<file path="config.mk">
export PLATFORM = sky130hd
export DESIGN_NAME = dfs_adj_store
export DESIGN_NICKNAME = d
export VERILOG_FILES = /design/src/rtl/core/dfs_pkg.sv /design/src/rtl/core/dfs_adj_store.sv
export SDC_FILE = /design/constraint.sdc
export NUM_CORES = 2
export LEC_CHECK = 0
export BUFFER_PORTS_ARGS = -buffer_cell sky130_fd_sc_hd__buf_2
export CAP_MARGIN = 40
export CORE_ASPECT_RATIO = 1.4
export CORE_MARGIN = 1.5
export CORE_UTILIZATION = 40
export DETAILED_ROUTE_END_ITERATION = 7
export PLACE_DENSITY = 0.54
export SLEW_MARGIN = 20
export SYNTH_ARGS = -nofsm -noshare
export SYNTH_HDL_FRONTEND = slang
export SYNTH_SLANG_ARGS = --single-unit
</file>
<file path="constraint.sdc">
create_clock -name i_clk -period 8.8 [get_ports i_clk]
set_input_delay 1.76 -clock i_clk [delete_from_list [all_inputs] [get_ports i_clk]]
set_output_delay 1.76 -clock i_clk [all_outputs]
set_load 0.005 [all_outputs]
</file>
<file path="src/rtl/core/dfs_pkg.sv">
// Package: shared constants, item structs, memory request structs and FSM states.
package dfs_pkg;

    localparam int N       = 64;
    localparam int VTX_W   = 7;
    localparam int VIDX_W  = $clog2(N);
    localparam int DEP_W   = $clog2(N + 1);
    localparam int CIDX_W  = 1;

    localparam logic [1:0] ACT_ADD   = 2'd0;
    localparam logic [1:0] ACT_RUN   = 2'd1;
    localparam logic [1:0] ACT_CLEAR = 2'd2;

    localparam logic [CIDX_W-1:0] CFG_START  = 1'b0;
    localparam logic [CIDX_W-1:0] CFG_TARGET = 1'b1;

    typedef struct packed {
        logic [1:0]       action;
        logic [VTX_W-1:0] end_a;
        logic [VTX_W-1:0] end_b;
    } t_in_item;

    typedef struct packed {
        logic [VTX_W-1:0] vertex;
        logic             found;
        logic             last;
    } t_out_item;

    typedef struct packed {
        logic              rd_en;
        logic [VIDX_W-1:0] rd_addr;
        logic              wr_en;
        logic [VIDX_W-1:0] wr_addr;
        logic [N-1:0]      wr_row;
        logic              clear;
    } t_adj_req;

    typedef struct packed {
        logic              rd_en;
        logic              wr_en;
        logic [VIDX_W-1:0] addr;
        logic [VTX_W-1:0]  wr_data;
    } t_stk_req;

    typedef enum logic [3:0] {
        ST_IDLE,
        ST_ADD_RD_A,
        ST_ADD_WR_A,
        ST_ADD_RD_B,
        ST_ADD_WR_B,
        ST_CHECK,
        ST_SCAN,
        ST_POP_WAIT,
        ST_EMIT_RD,
        ST_EMIT_OUT,
        ST_NOPATH
    } t_state;

endpackage

</file>
<file path="src/rtl/core/dfs_adj_store.sv">
// Adjacency matrix memory: one row per vertex, per-row valid bits, registered read.
module dfs_adj_store (
    input  logic                    i_clk,
    input  logic                    i_rst_n,
    input  dfs_pkg::t_adj_req       i_req,
    output logic [dfs_pkg::N-1:0]   o_rd_row
);
    import dfs_pkg::*;

    logic [N-1:0] mem [N];
    logic [N-1:0] r_row_vld;
    logic [N-1:0] r_rd_data;
    logic         r_rd_vld;

    always_ff @(posedge i_clk) begin
        if (i_req.wr_en) begin
            mem[i_req.wr_addr] <= i_req.wr_row;
        end
        if (i_req.rd_en) begin
            r_rd_data <= mem[i_req.rd_addr];
        end
    end

    // row valid bits: a row never written since reset or clear reads as zero
    always_ff @(posedge i_clk) begin
        if (!i_rst_n) begin
            r_row_vld <= '0;
            r_rd_vld  <= 1'b0;
        end else begin
            if (i_req.clear) begin
                r_row_vld <= '0;
            end else if (i_req.wr_en) begin
                r_row_vld[i_req.wr_addr] <= 1'b1;
            end
            if (i_req.rd_en) begin
                r_rd_vld <= r_row_vld[i_req.rd_addr];
            end
        end
    end

    assign o_rd_row = r_rd_data & {N{r_rd_vld}};

endmodule

</file>
# After elaboration in Yosys (flattened, before gate mapping)
# Memory sizes are Yosys's and may differ from the RTL's. A register that Yosys moved wholly into a read port is not among the register bits.
# Cells that the tools add are included.
# totals
output_inout_bits,64
elab_cells,17
input_bits,81
ramBits,4096
memories,1
regBits,65
# op_classes
muxes,6
bitwise,3
n_lt_le_gt_ge,3
reduce_logical,2
# memory_table
memory,depth,width,rd,rd_clocked_by_memory_dff,write_ports,line,text
mem,64,64,1,1,1,dfs_adj_store.sv:10,logic [N-1:0] mem [N];
# op_table
cell,n
AND 64 bit,1
OR 64 bit,1
"less-than comparator 6 x 7 -> 1 bit, second input constant",2
binary-select mux 1 bit (select 6 bit),1
demux 1 bit (select 6 bit),1
"greater-or-equal comparator 6 x 1 -> 1 bit, second input constant",1
2-to-1 mux 1 bit,4
OR reduction 2 bit,1
logical AND 1 bit,1
inverter 1 bit,1

# Longest topological paths before layout
# logic_depth
ltp_word,5
ltp_mapped,9
mapped_depth_nobuf,5

# Worst setup path before layout
# No wires, ideal clock.
# synth_path
path_type,input-to-reg
start,input i_req[71] in the netlist's numbering
end,"memory mem[40][0], enable pin"
required_time_ns,8.233
arrival_ns,6.640
stages,3
setup_time_ns,0.567
path_slack_ns,1.593
path_buffers,0
cell_sequence,nor2b_1 -> nand3_1 -> nor3_1
# synth_between
elab_chain_cells,2
# synth_lines
element,line,text
"start, declared",dfs_adj_store.sv:5,"input dfs_pkg::t_adj_req i_req,"
2-to-1 mux 1 bit,dfs_adj_store.sv:16,if (i_req.wr_en) begin
2-to-1 mux 1 bit (implied by the code),dfs_adj_store.sv:17,mem[i_req.wr_addr] <= i_req.wr_row;
"end, declared",dfs_adj_store.sv:10,
# Every way passes these cells.

# Worst setup path in the final report
# layout_path
start,register r_rd_vld
end,output o_rd_row[51] in the netlist's numbering
# layout_between
elab_chain_cells,1
# layout_lines
element,line,text
"start, declared",dfs_adj_store.sv:13,logic r_rd_vld;
"start signal, assigned",dfs_adj_store.sv:36,r_rd_vld <= r_row_vld[i_req.rd_addr];
AND 64 bit,dfs_adj_store.sv:41,assign o_rd_row = r_rd_data & {N{r_rd_vld}};
"end, declared",dfs_adj_store.sv:6,output logic [dfs_pkg::N-1:0] o_rd_row
# Every way passes these cells.

==> flow_summary.yaml <==
sta:
  rsz0062_at_grt: "no"
  tightest_slew_ps: 1070
  fin_skew_ps: 75.6
  setup-violations-final: 0
  max_slew_margin_pct: 28.6
  fin_crit_sh_pct: 57.1
  hold_viol_final: 0
  setup_tns_ps: 0
  slew_viol_final: 0
  fin_crit_ps: 5020
  fmax_mhz: 199
clock_network:
  clock-sinks: 4225
  root_buffer: "clkbuf_16"
  cts-resized-gates: 0
  cts_tree: "built"
  cts_hold_buf: 0
  cts_buffers: 408
  clock_path_buffers: 4
  clk_pin_slew_ps: 60
  post-cts-setup-buffers: 0
  insertion_delay_ps: 980
  htree_levels: 5
critical_path:
  slowest_delay_ps: 820
  cp-end-kind: "output port"
  critPathSlowestCell: "dfxtp_4"
  start_kind: "flip-flop"
  critPathBufInv: 2
  crit_fanout: 34
  worstPathCellList: "buf_4, and2_1, buf_2"
  path_class: "reg -> out"
  cp.arrival_ps: 3260
  critical_path_required_ps: 7040
  critPathTopFamily: "buffers and inverters"
power_and_ir_drop:
  power.density_nw_per_um2: 227
  clkPwrFrac_pct: 42.0
  switching_share_pct: 21.1
  pwr-share-seq_pct: 53.4
  vdd_drop_max_uv: 170
  p_leak_nw: 57.0
  comb_power_share_pct: 4.5
  p_int_mw: 33.0
  switching_power_mw: 8.82
placed_design:
  dp.cells: 11500
  gp_congestion: 0.755
  dpl_cell_area_um2: 170000
  place_hpwl_mm: 252
  io_buffers: 144
run:
  drv_cap: 0
grt:
  antenna_found_initial: 56
  grt_pass1_wl_mm: 648
  grt_max_degree: 129
  overflow: 0
  grt_use_total_pct: 23.6
  grt_pass1_vias: 76000
yosys:
  synth_flop_cell: "edfxtp_1"
  synth_cells: 6167
  synth_edf_count: 4160
  synth_top_cell_area_share_pct: 78.2
  synth_cell_type_count: 32
  ys_ff_latch: 4225
  synth_area_um2: 160000
  syn_nets: 6248
  synth_seq_area_share_pct: 79.0
  synth_warnings: 0
  async_flop_share_pct: 0
  synthTopCellsByArea: "edfxtp_1 78%, mux4_2 19%, dfxtp_1 0.81%"
  syn_area_per_cell_um2: 25.9
  synth_top_area_cell: "edfxtp_1"
floorplan:
  die_w_um: 537
  dieHeight_um: 751
  start_util_pct: 40.2
  fp.dieArea_um2: 403000
  core-area_um2: 398000
  rows: 274
  io_pins: 145
drt:
  wl_met2_mm: 242
  via_per_inst: 6.07
  firstDrtPassIters: 7
  drc: 0
  ant_nets: 0
  wl_met3_mm: 33.5
  finalWirelength_mm: 476
  via_count: 74800
  wl_met1_mm: 189
  dr.max_layer_used: "met5"
  initialDrtViolationCount: 9050
  wl_per_cell_um: 38.6
layout:
  layout.cells.non_filler: 12300
  areaGrowthSynthToFinish_pct: 15.5
  final_cell_area_um2: 185000
  fin_nets: 6823
  drive_gt1_share_pct: 35.3
outcome:
  status: "completed"
worst_hold_path:
  min_path_type: "reg -> reg"
power by group through the flow:
stage	sequential [mW]	combinational (mW)	clock, mW
detailed placement	22.8	1.87	0
global placement	22.8	1.80	0
global route	22.3	2.01	18.6
floorplan	22.7	1.09	0
finish	22.3	1.89	17.6
CTS	22.4	1.88	17.9
worst reg2reg max path: cells and delay by family, from the launching register on:
family  cells  cell delay (ps)
DFF         1              360
muxes       3             1550
per-layer routing:
metal | vias up | track usage (%)
li1 | 28300 | -
met5 | - | 0
met2 | 3237 | 40.0
met4 | 18 | 5.73
met3 | 649 | 3.58
met1 | 42600 | 32.1
registers in the layout, indices dropped and copies added, names as in the netlist:
register   flops
mem         4096
r_rd_data     64
r_rd_vld       1
r_row_vld     64
worst paths after layout:
| check | endpoint | startpoint | slack (ps) | depth (start not counted) |
|---|---|---|---|---|
| hold reg to reg | r_row_vld[14] | r_row_vld[14] | 460 | 1 |
| setup / recovery | o_rd_row[51] | r_rd_vld | 3780 | 3 |
| hold / removal | r_row_vld[14] | r_row_vld[14] | 460 | 1 |
| setup reg to reg | r_rd_data[30] | mem[23][30] | 6540 | 3 |
per-stage QoR:
| stage | utilization, % | hold slack (ps) | setup WS [ps] | total power, mW |
|---|---|---|---|---|
| 2_1_floorplan | - | 435 | 1590 | 23.8 |
| 3_3_place_gp | 42.3 | 441 | 3400 | 24.6 |
| 3_5_place_dp | 42.8 | 448 | 3420 | 24.7 |
| 4_1_cts | 46.1 | 463 | 3560 | 42.1 |
| 5_1_grt | 46.4 | 477 | 3670 | 42.9 |
| 6_report | 46.4 | 461 | 3780 | 41.8 |
Yosys cell counts (2+ instances only):
master and count:
nand4_1 3, and3_1 2, nand2_1 5, nor2_1 63, a22o_1 2, clkbuf_1 184
mux4_2 1356, and2_1 64, o21a_1 64, buf_6 4, mux2_2 2, buf_1 42
nand2b_1 7, edfxtp_1 4160, o311ai_0 2, buf_4 10, nand3_1 10, and3b_1 3
buf_2 87, o31ai_1 2, dfxtp_1 65, nor3_1 4, mux2i_1 6, a21oi_1 4
or2_2 2, nor2b_1 8
cell usage in the layout, fill, tap and decap left out, types with 7 or more instances in the layout:
cell type and count:
and2_1 64, buf_12 122, buf_16 48, buf_2 137, buf_4 174, bufinv_16 43
clkbuf_1 74, clkbuf_16 410, clkinv_1 91, clkinv_2 73, clkinv_4 8, clkinvlp_4 13
dfxtp_1 64, diode_2 15, edfxtp_1 4160, inv_6 8, mux4_2 1356, nand2b_1 7
nand3_1 10, nor2_4 60, nor2b_1 7, o21a_1 64
final cells by class:
type	instances	area (um^2)
clock buffer	487	10600
timing repair buffer	492	5900
multi-input combinational	1615	32600
tap	5244	6560
antenna	15	37.5
fill	32400	213000
clock inverter	253	2610
sequential	4225	126000
logic make-up after synthesis:
kind of cell / count (synthesis) / share of synthesized area [%]
compound gates: 78 / 0.365
buf+inv: 327 / 0.879
flops: 4225 / 79.0
mux: 1364 / 19.2
simple gates: 173 / 0.566
Power figures use the tool's default switching activity.
