==> src/rtl/core/dfs_pkg.sv <==
// Package: shared constants, item structs, memory request structs and FSM states.
package dfs_pkg;

    localparam int N       = 64;
    localparam int VTX_W   = 7;
    localparam int VIDX_W  = $clog2(N);
    localparam int DEP_W   = $clog2(N + 1);
    localparam int CIDX_W  = 1;

    localparam logic [1:0] ACT_ADD   = 2'd0;
    localparam logic [1:0] ACT_RUN   = 2'd1;
    localparam logic [1:0] ACT_CLEAR = 2'd2;

    localparam logic [CIDX_W-1:0] CFG_START  = 1'b0;
    localparam logic [CIDX_W-1:0] CFG_TARGET = 1'b1;

    typedef struct packed {
        logic [1:0]       action;
        logic [VTX_W-1:0] end_a;
        logic [VTX_W-1:0] end_b;
    } t_in_item;

    typedef struct packed {
        logic [VTX_W-1:0] vertex;
        logic             found;
        logic             last;
    } t_out_item;

    typedef struct packed {
        logic              rd_en;
        logic [VIDX_W-1:0] rd_addr;
        logic              wr_en;
        logic [VIDX_W-1:0] wr_addr;
        logic [N-1:0]      wr_row;
        logic              clear;
    } t_adj_req;

    typedef struct packed {
        logic              rd_en;
        logic              wr_en;
        logic [VIDX_W-1:0] addr;
        logic [VTX_W-1:0]  wr_data;
    } t_stk_req;

    typedef enum logic [3:0] {
        ST_IDLE,
        ST_ADD_RD_A,
        ST_ADD_WR_A,
        ST_ADD_RD_B,
        ST_ADD_WR_B,
        ST_CHECK,
        ST_SCAN,
        ST_POP_WAIT,
        ST_EMIT_RD,
        ST_EMIT_OUT,
        ST_NOPATH
    } t_state;

endpackage

==> src/rtl/core/dfs_path_stack.sv <==
// Path stack memory: single port, registered read.
module dfs_path_stack (
    input  logic                      i_clk,
    input  dfs_pkg::t_stk_req         i_req,
    output logic [dfs_pkg::VTX_W-1:0] o_rd_data
);
    import dfs_pkg::*;

    logic [VTX_W-1:0] mem [N];
    logic [VTX_W-1:0] r_rd_data;

    always_ff @(posedge i_clk) begin
        if (i_req.wr_en) begin
            mem[i_req.addr] <= i_req.wr_data;
        end
        if (i_req.rd_en) begin
            r_rd_data <= mem[i_req.addr];
        end
    end

    assign o_rd_data = r_rd_data;

endmodule

==> config.mk <==
export PLATFORM = sky130hd
export DESIGN_NAME = dfs_path_stack
export DESIGN_NICKNAME = d
export VERILOG_FILES = /design/src/rtl/core/dfs_pkg.sv /design/src/rtl/core/dfs_path_stack.sv
export SDC_FILE = /design/constraint.sdc
export NUM_CORES = 1
export LEC_CHECK = 0
export BUFFER_PORTS_ARGS = -buffer_cell sky130_fd_sc_hd__buf_2
export CORE_MARGIN = 5
export CORE_UTILIZATION = 35
export CTS_BUF_LIST = sky130_fd_sc_hd__clkbuf_4 sky130_fd_sc_hd__clkbuf_8
export CTS_CLUSTER_DIAMETER = 80
export DETAILED_ROUTE_END_ITERATION = 10
export SYNTH_ARGS = -nofsm -noshare
export SYNTH_HDL_FRONTEND = slang
export SYNTH_SLANG_ARGS = --single-unit
==> constraint.sdc <==
create_clock -name i_clk -period 4 [get_ports i_clk]
set_clock_uncertainty 0.05 [all_clocks]
set_input_delay 0.6 -clock i_clk [delete_from_list [all_inputs] [get_ports i_clk]]
set_output_delay 0.6 -clock i_clk [all_outputs]
set_load 0.05 [all_outputs]
**Yosys cells after proc, flatten, opt, wreduce, memory -nomap -nowiden**

Memories as Yosys holds them, arrays and structs flattened. A register that Yosys moved wholly into a read port is not among the register bits.
Index checks and enable logic that the tools add are counted.

- Flip-flop bits (word level): 0
- Bits in writable memories: 448
- Bits of input ports: 16
- Output and inout port bits: 7
- Logic and storage cells: 3
- Memories kept: 1

- Mux-type cells: 2

Memories:

| name | depth | bits a word | rd ports | clocked after memory_dff | wr ports | RTL line | source |
|---|---|---|---|---|---|---|---|
| mem | 64 | 7 | 1 | 1 | 1 | dfs_path_stack.sv:9 | `logic [VTX_W-1:0] mem [N];` |

Operators by type and width:

| operator | number |
|---|---|
| 1-bit 2-to-1 mux | 2 |

**Longest topological paths before layout**

- Word-level depth: 2
- Mapped depth: 10
- Depth with buffers taken out: 6

**Least setup slack after synthesis**

No wires, ideal clock.

- Kind: input-to-reg
- From: input port i_req[7] (netlist name)
- To: register r_rd_data[2], in the netlist o_rd_data[2], read port of mem, data pin
- Setup time: 0.272 ns
- Arrival: 2.089 ns
- Data required time: 3.678 ns
- Slack: 1.589 ns
- Cell stages on the path: 6
- Buffers on the path: 2
- Cell sequence: buf_6 -> buf_6 -> mux4_1 -> mux2i_1 -> o22ai_1 -> or4b_1

RTL lines:

| item | RTL line | source |
|---|---|---|
| start: declaration | dfs_path_stack.sv:4 | `input dfs_pkg::t_stk_req i_req,` |
| end: declaration | dfs_path_stack.sv:10 | `logic [VTX_W-1:0] r_rd_data;` |

==> run_results.csv <==
group,metric,value,unit
logic_synthesis,synthesized_cell_area,17800,um2
clock_network,cts.root.buffer_cell,"sky130_fd_sc_hd__clkbuf_8",
logic_synthesis,synth.yosys.warnings,0,
worst_setup_path,worst_r2r_startpoint,"mem[15][5]",
clock_network,cts.sink_count,455,
placed_design,dp_hpwl,30700,um
logic_synthesis,synth.top_cell.area_share,0.768,
power,switching_share,0.224,
cells_and_area,flow.area_growth_from_synthesis,14.6,%
logic_synthesis,synthArstFlopShare,0,
global_route,globalRouteTotalUtil,0.174,
sta,final.period_utilization,0.768,
routing,firstDrtPassIters,5,
clock_network,worstSkewPairLatency,0.62,ns
logic_synthesis,postSynthRegisterBits,455,
cells_and_area,post-route-util,0.406,
worst_setup_path,setup.reg_to_reg.worst_slack,1.48,ns
worst_hold_path,hold_class,"input port to flop",
power,power.static_leakage,0.00652,uW
run_status,run_status,"complete, no violations",
sta,achievable-frequency,326,MHz
floorplan,fp.dieArea,55500,um2
worst_hold_path,holdPathStages,1,
floorplan,fp.dieW,236,um
cells_and_area,multiInputGateArea,3720,um2
power,power_report.internal_total,7580,uW
floorplan,core_area,50300,um2
worst_setup_path,critPathRequiredTime,4.29,ns
logic_synthesis,synth_enable_flop_cells,455,
logic_synthesis,synth_area_leader_cell,"sky130_fd_sc_hd__edfxtp_1",
power,net-switching-power,2180,uW
logic_synthesis,ys_top_cells_by_area,"sky130_fd_sc_hd__edfxtp_1, sky130_fd_sc_hd__a22oi_1, sky130_fd_sc_hd__a221oi_1",
floorplan,start_util,0.354,
worst_setup_path,worstRegToRegCells,5,
worst_setup_path,worstSetupEndpointType,"flop",
logic_synthesis,synthCells,1033,
routing,drt_wl_total,49600,um
job,cap_viol_max_count,0,
worst_setup_path,critical_path_arrival,3.36,ns
worst_setup_path,worst_r2r_endpoint,"o_rd_data[5]",
sta,worstMarginPinSlew,1.21,ns
routing,drt.antenna.violating_nets,0,
power,power.share.combinational,0.060,
logic_synthesis,mappedNetlistNets,1049,
sta,slew-limit-headroom,0.195,
power,finalPower,9770,uW
sta,setup_viol,0,
global_route,grt_antenna_before_repair,4,
cells_and_area,regArea,13700,um2
routing,remaining_drc_errors,0,
logic_synthesis,ys.flop_type,"sky130_fd_sc_hd__edfxtp_1",
sta,grt_setup_unrepaired,"no",
global_route,first_global_vias,10300,
sta,tns,0,ns
floorplan,die_height,236,um
routing,routed-via-count,10500,
floorplan,floorplan.io_pins,23,
clock_network,cts_tree,"built",
worst_setup_path,critPathKind,"input port to flop",
power,power.density,479,nW/um2
sta,min_period,3.07,ns
worst_setup_path,cp_max_fo,34,
routing,viasPerCell,5.63,
routing,average_wire_per_standard_cell,26.7,um
clock_network,post_cts_buffers,0,
cells_and_area,layout.filler_cells,4573,
worst_setup_path,setup.worst_path.start_class,"input port",
routing,drtIter0Drc,1430,
sta,pins_over_their_slew_limit,0,
clock_network,number_of_resized_instances_in_the_post_cts_repair_step,0,
clock_network,cts-root-to-sink-buffers,3,
clock_network,cts.htree.levels,3,
global_route,grt_remaining_overflow,0,
power,seq_power_share,0.544,
placed_design,place.gp.congestion,0.859,
global_route,grt_max_degree,61,
clock_network,tritoncts.num_buffers,75,
cells_and_area,final_layout_size_suffix_gt1_frac,0.223,
logic_synthesis,synth_cell_type_count,50,
cells_and_area,fin_nets,1155,
global_route,wire_length_of_the_first_global_routing_pass,71900,um
sta,number_of_hold_violations_in_the_final_report,0,
floorplan,row_count,82,
power,proportion_of_power_drawn_by_the_clock_network,0.396,
clock_network,hold_buffers,0,
power,power.ir.vdd_worst,0.184,mV
worst_hold_path,worst_hold_start,"i_req[14]",
clock_network,clk_transition_reported_paths,0.06,ns
placed_design,placement.io_buffers,22,
logic_synthesis,yosysSeqAreaShare,0.768,
worst_hold_path,min_delay_worst_endpoint,"o_rd_data[3]",
logic_synthesis,avgSynthCellArea,17.2,um2
layer usage:
layer  track usage  wire length, um  up-vias
met4        0.0681             1730        4
met1         0.239            20300     5331
met3        0.0515             5160       92
met5             0               27        -
met2         0.260            22400      602
li1              -                -     4443
Yosys cell counts, drive strengths merged, types with 2 or more instances:
library cell / n
mux2i: 37
a31oi: 8
nor2: 85
nand3b: 3
edfxtp: 455
a221oi: 49
nand3: 8
a22oi: 69
mux2: 28
or4: 2
clkbuf: 18
and2: 3
nor3: 14
o211ai: 6
nor2b: 5
o2111ai: 2
a22o: 13
o22ai: 19
o221ai: 7
or3: 7
a21oi: 33
a221o: 2
mux4: 20
o21ai: 24
buf: 56
nand2: 34
a211oi: 5
o21bai: 2
o22a: 2
and2b: 3
cell usage in the layout, fill, tap and decap left out, types with 28 or more instances in the layout:
| cell | instances |
|---|---|
| sky130_fd_sc_hd__buf_4 | 79 |
| sky130_fd_sc_hd__mux2i_1 | 37 |
| sky130_fd_sc_hd__a21oi_1 | 33 |
| sky130_fd_sc_hd__mux2_2 | 28 |
| sky130_fd_sc_hd__nor2_1 | 83 |
| sky130_fd_sc_hd__clkbuf_8 | 79 |
| sky130_fd_sc_hd__a221oi_1 | 49 |
| sky130_fd_sc_hd__a22oi_1 | 69 |
| sky130_fd_sc_hd__nand2_1 | 34 |
| sky130_fd_sc_hd__edfxtp_1 | 455 |
through the flow:
stage | setup slack [ns] | hold WS [ns] | cell area, um2 | std cells
5_1_grt | 0.874 | 0.310 | 20400 | 1858
2_1_floorplan | 1.59 | 0.611 | 17800 | 1033
3_3_place_gp | 0.398 | 0.759 | 19000 | 1734
4_1_cts | 1.02 | 0.287 | 20400 | 1857
3_5_place_dp | 0.383 | 0.746 | 19000 | 1734
6_report | 0.929 | 0.313 | 20400 | 1859
cells by family after synthesis:
group / synth area share
flops: 0.768
mux: 0.0651
buf+inv: 0.0245
simple gates: 0.0423
compound gates: 0.101
layout make-up:
class / instances / area share
well taps: 672 / 0.0412
clock inverters: 17 / 0.00485
multi-input cells: 502 / 0.182
flip-flops and latches: 455 / 0.670
diodes: 2 / 0.000245
repair buffers: 103 / 0.0379
inverters: 2 / 0.000368
clock buffers: 106 / 0.0632
worst max-delay path: stages:
cell                        delay (ns)
sky130_fd_sc_hd__buf_4            0.39
sky130_fd_sc_hd__nor2b_2          0.58
sky130_fd_sc_hd__buf_12           0.26
sky130_fd_sc_hd__a221oi_1         0.13
sky130_fd_sc_hd__o21a_1           0.19
sky130_fd_sc_hd__a31oi_1          0.46
sky130_fd_sc_hd__o2111ai_1        0.31
sky130_fd_sc_hd__or3_1            0.38
power groups by stage:
stage	Sequential, uW	Clock [uW]	Combinational [uW]
after floorplan	5420	0	287
after global placement	5410	0	572
after detailed placement	5410	0	576
after CTS	5310	3930	578
after global routing	5310	4160	614
final	5310	3870	586
registers in the layout, summed over array words and instances (netlist names):
register and cells:
mem 448, o_rd_data 7
worst max-delay path by stage:
stage / start / endpoint / slack (ns) / cells past startpoint
floorplan: i_req[7] / o_rd_data[2] / 1.59 / 6
global placement: i_req[9] / o_rd_data[5] / 0.40 / 8
detailed placement: i_req[9] / o_rd_data[5] / 0.38 / 8
CTS: i_req[9] / o_rd_data[5] / 1.02 / 8
global route: i_req[9] / o_rd_data[5] / 0.87 / 9
finish: i_req[8] / o_rd_data[5] / 0.93 / 8
Note: power is estimated with default switching activity, not from simulation.
